[src/rtl/bfmt_pkg.sv]
package bfmt_pkg;

  localparam int QUEUE_DEPTH = 8;
  localparam int ID_W        = 12;
  localparam int HEIGHT_W    = 9;
  localparam int MEAN_W      = 9;
  localparam int LIMIT_W     = 3;
  localparam int PTR_W       = $clog2(QUEUE_DEPTH);
  localparam int CNT_W       = $clog2(QUEUE_DEPTH + 1);
  localparam int SUM_W       = HEIGHT_W + $clog2(QUEUE_DEPTH);

  localparam logic [LIMIT_W-1:0] LIMIT_RESET = LIMIT_W'(4);

  localparam logic OP_INSERT = 1'b0;
  localparam logic OP_REMOVE = 1'b1;

  typedef struct packed {
    logic                operation;
    logic [ID_W-1:0]     player_id;
    logic [HEIGHT_W-1:0] player_height;
  } in_item_t;

  typedef struct packed {
    logic [MEAN_W-1:0]   mean_height;
    logic [ID_W-1:0]     removed_id;
    logic [HEIGHT_W-1:0] removed_height;
    logic                remove_error;
  } out_item_t;

endpackage

[src/rtl/bounded_fifo_mean_tracker.sv]
// Bounded queue of (id, height) records with a running mean height. A command
// is taken when start is high and busy is low; its single result appears on
// out_data for exactly one cycle with out_valid, and the receiver cannot stall
// it, so it must sample on that cycle. No new command is taken while busy. A
// remove updates the queue in ST_EXEC. An insert updates the queue and the
// running sum in ST_EXEC, then a restoring divider in ST_DIV produces one
// quotient bit per cycle over the SUM_W bits of the sum, and ST_ROUND
// rounds to nearest, ties to even. The eviction limit is written through the
// cfg channel, which is always ready.
module bounded_fifo_mean_tracker (
  input  logic                                clk,
  input  logic                                rst_n,
  input  logic                                start,
  output logic                                busy,
  input  bfmt_pkg::in_item_t                  in_data,
  output logic                                out_valid,
  output bfmt_pkg::out_item_t                 out_data,
  input  logic                                cfg_valid,
  output logic                                cfg_ready,
  input  logic [bfmt_pkg::LIMIT_W-1:0]        cfg_data
);

  localparam int PTR_W = bfmt_pkg::PTR_W;
  localparam int CNT_W = bfmt_pkg::CNT_W;
  localparam int SUM_W = bfmt_pkg::SUM_W;
  localparam int BIT_W = $clog2(SUM_W + 1);
  localparam int CMP_W = (CNT_W > bfmt_pkg::LIMIT_W + 1) ? CNT_W : bfmt_pkg::LIMIT_W + 1;

  typedef enum logic [1:0] {
    ST_IDLE,
    ST_EXEC,
    ST_DIV,
    ST_ROUND
  } state_t;

  state_t                            state_r, state_nxt;
  logic                              op_r, op_nxt;
  logic [bfmt_pkg::ID_W-1:0]         pid_r, pid_nxt;
  logic [bfmt_pkg::HEIGHT_W-1:0]     ph_r, ph_nxt;
  logic [bfmt_pkg::ID_W-1:0]         hid_r;
  logic [bfmt_pkg::HEIGHT_W-1:0]     hh_r;
  logic [PTR_W-1:0]                  head_r, head_nxt;
  logic [PTR_W-1:0]                  tail_r, tail_nxt;
  logic [CNT_W-1:0]                  count_r, count_nxt;
  logic [SUM_W-1:0]                  sum_r, sum_nxt;
  logic [bfmt_pkg::LIMIT_W-1:0]      limit_r, limit_nxt;
  logic [SUM_W-1:0]                  dvd_r, dvd_nxt;
  logic [CNT_W-1:0]                  rem_r, rem_nxt;
  logic [BIT_W-1:0]                  bit_r, bit_nxt;
  logic                              out_valid_r, out_valid_nxt;
  bfmt_pkg::out_item_t               out_r, out_nxt;

  logic [bfmt_pkg::ID_W-1:0]         id_store [bfmt_pkg::QUEUE_DEPTH];
  logic [bfmt_pkg::HEIGHT_W-1:0]     height_store [bfmt_pkg::QUEUE_DEPTH];

  logic                              accept;
  logic                              mem_we;
  logic [CMP_W-1:0]                  limit_bound;
  logic [CMP_W-1:0]                  bound;
  logic                              evict;
  logic [CNT_W:0]                    rem_sh;
  logic                              q_bit;
  logic [CNT_W:0]                    rem_twice;
  logic                              round_up;
  logic [SUM_W-1:0]                  q_rounded;

  function automatic logic [PTR_W-1:0] ptr_inc(input logic [PTR_W-1:0] p);
    logic [PTR_W-1:0] r;
    if (p == PTR_W'(bfmt_pkg::QUEUE_DEPTH - 1)) begin
      r = '0;
    end else begin
      r = p + PTR_W'(1);
    end
    return r;
  endfunction

  assign accept    = start && (state_r == ST_IDLE);
  assign busy      = (state_r != ST_IDLE);
  assign out_valid = out_valid_r;
  assign out_data  = out_r;
  assign cfg_ready = 1'b1;
  assign mem_we    = (state_r == ST_EXEC) && (op_r == bfmt_pkg::OP_INSERT);

  assign limit_bound = CMP_W'(limit_r) + CMP_W'(1);
  assign bound       = (limit_bound > CMP_W'(bfmt_pkg::QUEUE_DEPTH)) ?
                       CMP_W'(bfmt_pkg::QUEUE_DEPTH) : limit_bound;
  assign evict       = (CMP_W'(count_r) >= bound) && (count_r != '0);

  assign rem_sh    = {rem_r, dvd_r[SUM_W-1]};
  assign q_bit     = (rem_sh >= {1'b0, count_r});
  assign rem_twice = {rem_r, 1'b0};
  assign round_up  = (rem_twice > {1'b0, count_r}) ||
                     ((rem_twice == {1'b0, count_r}) && dvd_r[0]);
  assign q_rounded = dvd_r + SUM_W'(round_up);

  always_comb begin
    state_nxt     = state_r;
    op_nxt        = op_r;
    pid_nxt       = pid_r;
    ph_nxt        = ph_r;
    head_nxt      = head_r;
    tail_nxt      = tail_r;
    count_nxt     = count_r;
    sum_nxt       = sum_r;
    limit_nxt     = limit_r;
    dvd_nxt       = dvd_r;
    rem_nxt       = rem_r;
    bit_nxt       = bit_r;
    out_valid_nxt = 1'b0;
    out_nxt       = out_r;

    if (cfg_valid) begin
      limit_nxt = cfg_data;
    end

    unique case (state_r)
      ST_IDLE: begin
        if (accept) begin
          op_nxt    = in_data.operation;
          pid_nxt   = in_data.player_id;
          ph_nxt    = in_data.player_height;
          state_nxt = ST_EXEC;
        end
      end
      ST_EXEC: begin
        if (op_r == bfmt_pkg::OP_INSERT) begin
          head_nxt  = evict ? ptr_inc(head_r) : head_r;
          tail_nxt  = ptr_inc(tail_r);
          count_nxt = evict ? count_r : count_r + CNT_W'(1);
          sum_nxt   = sum_r - (evict ? SUM_W'(hh_r) : '0) + SUM_W'(ph_r);
          dvd_nxt   = sum_nxt;
          rem_nxt   = '0;
          bit_nxt   = BIT_W'(SUM_W);
          state_nxt = ST_DIV;
        end else begin
          out_nxt = '0;
          if (count_r == '0) begin
            out_nxt.remove_error = 1'b1;
          end else begin
            head_nxt               = ptr_inc(head_r);
            count_nxt              = count_r - CNT_W'(1);
            sum_nxt                = sum_r - SUM_W'(hh_r);
            out_nxt.removed_id     = hid_r;
            out_nxt.removed_height = hh_r;
          end
          out_valid_nxt = 1'b1;
          state_nxt     = ST_IDLE;
        end
      end
      ST_DIV: begin
        rem_nxt = q_bit ? CNT_W'(rem_sh - {1'b0, count_r}) : CNT_W'(rem_sh);
        dvd_nxt = {dvd_r[SUM_W-2:0], q_bit};
        bit_nxt = bit_r - BIT_W'(1);
        if (bit_r == BIT_W'(1)) begin
          state_nxt = ST_ROUND;
        end
      end
      ST_ROUND: begin
        out_nxt             = '0;
        out_nxt.mean_height = q_rounded[bfmt_pkg::MEAN_W-1:0];
        out_valid_nxt       = 1'b1;
        state_nxt           = ST_IDLE;
      end
      default: begin
        state_nxt = ST_IDLE;
      end
    endcase
  end

  always_ff @(posedge clk) begin
    if (!rst_n) begin
      state_r     <= ST_IDLE;
      head_r      <= '0;
      tail_r      <= '0;
      count_r     <= '0;
      sum_r       <= '0;
      limit_r     <= bfmt_pkg::LIMIT_RESET;
      out_valid_r <= 1'b0;
    end else begin
      state_r     <= state_nxt;
      head_r      <= head_nxt;
      tail_r      <= tail_nxt;
      count_r     <= count_nxt;
      sum_r       <= sum_nxt;
      limit_r     <= limit_nxt;
      out_valid_r <= out_valid_nxt;
    end
    op_r  <= op_nxt;
    pid_r <= pid_nxt;
    ph_r  <= ph_nxt;
    dvd_r <= dvd_nxt;
    rem_r <= rem_nxt;
    bit_r <= bit_nxt;
    out_r <= out_nxt;
  end

  // head entry is fetched on accept, tail entry written while executing an insert
  always_ff @(posedge clk) begin
    if (mem_we) begin
      id_store[tail_r]     <= pid_r;
      height_store[tail_r] <= ph_r;
    end
    if (accept) begin
      hid_r <= id_store[head_r];
      hh_r  <= height_store[head_r];
    end
  end

endmodule

[config.mk]
export PLATFORM = sky130hd
export DESIGN_NAME = bounded_fifo_mean_tracker
export DESIGN_NICKNAME = d
export VERILOG_FILES = /design/src/rtl/bfmt_pkg.sv /design/src/rtl/bounded_fifo_mean_tracker.sv
export SDC_FILE = /design/constraint.sdc
export NUM_CORES = 1
export LEC_CHECK = 0
export ABC_AREA = 1
export BUFFER_PORTS_ARGS = -buffer_cell sky130_fd_sc_hd__buf_2
export CAP_MARGIN = 20
export CORE_UTILIZATION = 40
export CTS_CLUSTER_SIZE = 16
export DETAILED_ROUTE_END_ITERATION = 12
export SYNTH_ARGS = -nofsm -noshare
export SYNTH_HDL_FRONTEND = slang
export SYNTH_SLANG_ARGS = --single-unit
[constraint.sdc]
create_clock -name clk -period 9.4 [get_ports clk]
set_clock_uncertainty 0.2 [all_clocks]
set_input_delay 0.47 -clock clk [delete_from_list [all_inputs] [get_ports clk]]
set_output_delay 0.47 -clock clk [all_outputs]
set_load 0.05 [all_outputs]
==> flow_metrics.env <==
export IMPL_dieHeight_um=183.0
export IMPL_num_io_pins=63
export IMPL_n_antenna_cell=0
export IMPL_ctsHtreeMaxLevel=1
export IMPL_synthArstFlopShare=0
export IMPL_hold_viol=0
export IMPL_gr_usage_met1=0.2468
export IMPL_antenna_found_initial=0
export IMPL_drt_initial_drc_count=715
export IMPL_post_route_util=0.4766
export IMPL_tightestPinTransition_ns=0.9780
export IMPL_grt_start_max_net_pins=88
export IMPL_clk_pin_slew_worst_paths_ns=0.06
export IMPL_synth_seq_cells=290
export IMPL_insertion_delay_ns=0.57
export IMPL_clock_path_buffers=3
export IMPL_synth_edf_count=262
export IMPL_p_comb_frac=0.159
export IMPL_post_route_drc_count=0
export IMPL_area_delta_synth_final_pct=16.00
export IMPL_yosys_warnings=0
export IMPL_synthTopCellsByCount="262 x edfxtp_1, 246 x nor2_1, 135 x nand2_1"
export IMPL_finalPower_mw=3.317
export IMPL_setup_viol=0
export IMPL_fin_crit_ns=4.145
export IMPL_cts_buffers=31
export IMPL_synth_top_cell_by_area="edfxtp_1"
export IMPL_worstPathRequired_ns=9.53
export IMPL_synth_flop_cell="edfxtp_1"
export IMPL_hp_class="in -> reg"
export IMPL_cts_tree="built"
export IMPL_drt_pass1_iterations=5
export IMPL_synth_fp_nets=1293
export IMPL_use_met3=0.02264
export IMPL_rows=65
export IMPL_grt_overflow_total=0
export IMPL_crit_type="reg -> reg"
export IMPL_vdd_drop_max_v=0.0001600
export IMPL_core_area_um2=31880
export IMPL_power_density_nw_per_um2=218.3
export IMPL_met2_usage=0.2966
export IMPL_tns_ns=0
export IMPL_yosys_cell_count_top_type="edfxtp_1"
export IMPL_nets=1377
export IMPL_dp_cells=1671
export IMPL_netlist_instances=1210
export IMPL_p_seq_frac=0.458
export IMPL_internal_power_mw=2.417
export IMPL_worst_slack_ns=5.255
export IMPL_start_util=0.4109
export IMPL_yosys_area_top_type_share=0.6006
export IMPL_r2r_slack_ns=5.26
export IMPL_r2r_cells=21
export IMPL_reg2reg_to="dvd_r[5]"
export IMPL_rsz0062_at_grt="no"
export IMPL_syn_cell_area_um2=13100
export IMPL_leakage_nw=5.883
export IMPL_grt_pass1_wl_um=46310
export IMPL_pre_cts_ws_ns=5.244
export IMPL_cp_max_fo=10
export IMPL_die_width_um=183.0
export IMPL_synthTopCellsByArea="edfxtp_1 60%, nor2_1 7.0%, dfxtp_1 4.3%"
export IMPL_slew_headroom=0.3464
export IMPL_p_sw_mw=0.8996
export IMPL_drive_gt1_frac=0.1084
export IMPL_wl_um=29760
export IMPL_wire_per_inst_um=16.97
export IMPL_track_usage=0.1793
export IMPL_layout_cells_non_filler=1754
export IMPL_crit_end="dvd_r[5]"
export IMPL_fillCellCount=2904
export IMPL_cts_sinks=290
export IMPL_swShare=0.2712
export IMPL_start_kind="flip-flop"
export IMPL_synth_area_per_cell_um2=10.83
export IMPL_max_cap_violations=0
export IMPL_finalCritPeriodShare=0.4409
export IMPL_port_buffers=61
export IMPL_fmax_mhz=241.3
export IMPL_gp_congestion=0.8719
export IMPL_cts_setup_buffers=0
export IMPL_grt_busiest_layer="met2"
export IMPL_arrival_ns=4.27
export IMPL_yosysSeqAreaShare=0.6434
export IMPL_dp_hpwl_um=18110
export IMPL_status="complete, no violations"
export IMPL_ys_types=45
export IMPL_ant_nets=0
export IMPL_grt_pass1_vias=8361
export IMPL_report_final_slew_viol_count=0
export IMPL_power_frac_clock=0.383
export IMPL_drt_vias_per_instance=4.976
export IMPL_cp_end_kind="flip-flop"
export IMPL_vias=8728
export IMPL_dieArea_um2=33470
export IMPL_reg2reg_from="limit_r[1]"
export IMPL_clockRootBuffer="clkbuf_16"
export IMPL_cp_startpoint="limit_r[1]"
## worst min path at each step
stage | cells past startpoint | start | slack, ns | end
after detailed placement | 2 | sum_r[8] | 0.29 | sum_r[8]
after CTS | 3 | cfg_valid | 0.01 | limit_r[0]
after floorplan | 2 | sum_r[8] | 0.26 | sum_r[8]
after global placement | 2 | sum_r[8] | 0.28 | sum_r[8]
final | 3 | cfg_valid | 0.03 | limit_r[1]
after global routing | 3 | cfg_valid | 0.04 | limit_r[1]
## power by group through the flow
stage	Sequential, mW	Combinational, mW	Clock [mW]
3_3_place_gp	1.55	0.511	0
6_report	1.52	0.526	1.27
5_1_grt	1.53	0.593	1.34
3_5_place_dp	1.55	0.515	0
2_1_floorplan	1.56	0.358	0
4_1_cts	1.52	0.525	1.29
## layout by cell type (no fill, tap or decap), drive strengths merged, types with 2 or more instances in the layout
cell type	Yosys	routed
nand2	138	138
o211ai	2	2
a31oi	26	26
o21ai	114	114
buf	20	68
nor2	248	248
dfxtp	28	28
bufinv	0	6
or2	5	5
clkbuf	22	32
dlygate4sd3	0	25
nand4	9	9
nor3	6	6
a211oi	3	3
fa	12	12
xor2	7	7
nand3	50	50
edfxtp	262	262
a21oi	40	40
o22ai	21	21
ha	42	42
inv	137	137
o21bai	3	3
clkinv	2	21
xnor2	5	5
## worst max-delay path: stages, from the launching register on
cell      delay, ns
dfxtp_1        0.37
ha_1           0.18
xor2_1         0.19
nor2_1         0.06
o21ai_0        0.15
ha_1           0.27
inv_1          0.06
o21bai_1       0.05
nand3_1        0.07
nand3_1        0.08
nand2_1        0.35
nor2_1         0.11
fa_1           0.50
inv_1          0.04
ha_1           0.36
nand2_1        0.11
nand3_1        0.17
nand2_1        0.10
nand2_1        0.06
or2_2          0.28
nand3_1        0.07
nand2_1        0.06
## metrics by stage
stage / hold WS (ns) / area, µm²
3_5_place_dp: 0.2901 / 13880
6_report: 0.03016 / 15190
2_1_floorplan: 0.2608 / 13100
4_1_cts: 0.01381 / 15190
5_1_grt: 0.03539 / 15190
3_3_place_gp: 0.2819 / 13880
## cell type report
| class | count | area [µm²] | share of cell area |
|---|---|---|---|
| multi-input combinational | 739 | 4020 | 0.2646 |
| timing repair buffer | 93 | 608.1 | 0.04002 |
| tap | 435 | 544.3 | 0.03582 |
| inverter | 139 | 528.0 | 0.03475 |
| sequential | 290 | 8429 | 0.5548 |
| clock inverter | 26 | 285.3 | 0.01877 |
| clock buffer | 32 | 779.5 | 0.05130 |
## flip-flops by register name (all words and copies together) (netlist names), 3 cells and up, named ones only
signal / count
bit_r: 4
hh_r: 9
head_r: 3
id_store: 96
height_store: 72
limit_r: 3
pid_r: 12
tail_r: 3
rem_r: 4
count_r: 4
dvd_r: 12
hid_r: 12
out_data: 31
ph_r: 9
sum_r: 12
## timing repair
action | 4_1_cts | 5_1_grt
hold buffers | 25 | 0
endpoints found under the hold margin | 24 | 0
resized for setup | 0 | 0
## per-layer routing
metal	vias to the layer above	wire length, µm
met5	-	0
met4	0	756
met3	44	1249
met2	200	13910
met1	4156	13850
li1	4328	-
## kinds of logic after synthesis
family	after synthesis	share of synthesized area
fa+ha+maj	54	0.05846
flops	290	0.6434
xor+xnor	12	0.008024
compound gates	216	0.09160
buf+inv	181	0.05502
simple gates	456	0.1432
other cells	1	0.0002863
(Power assumes the default switching activity.)
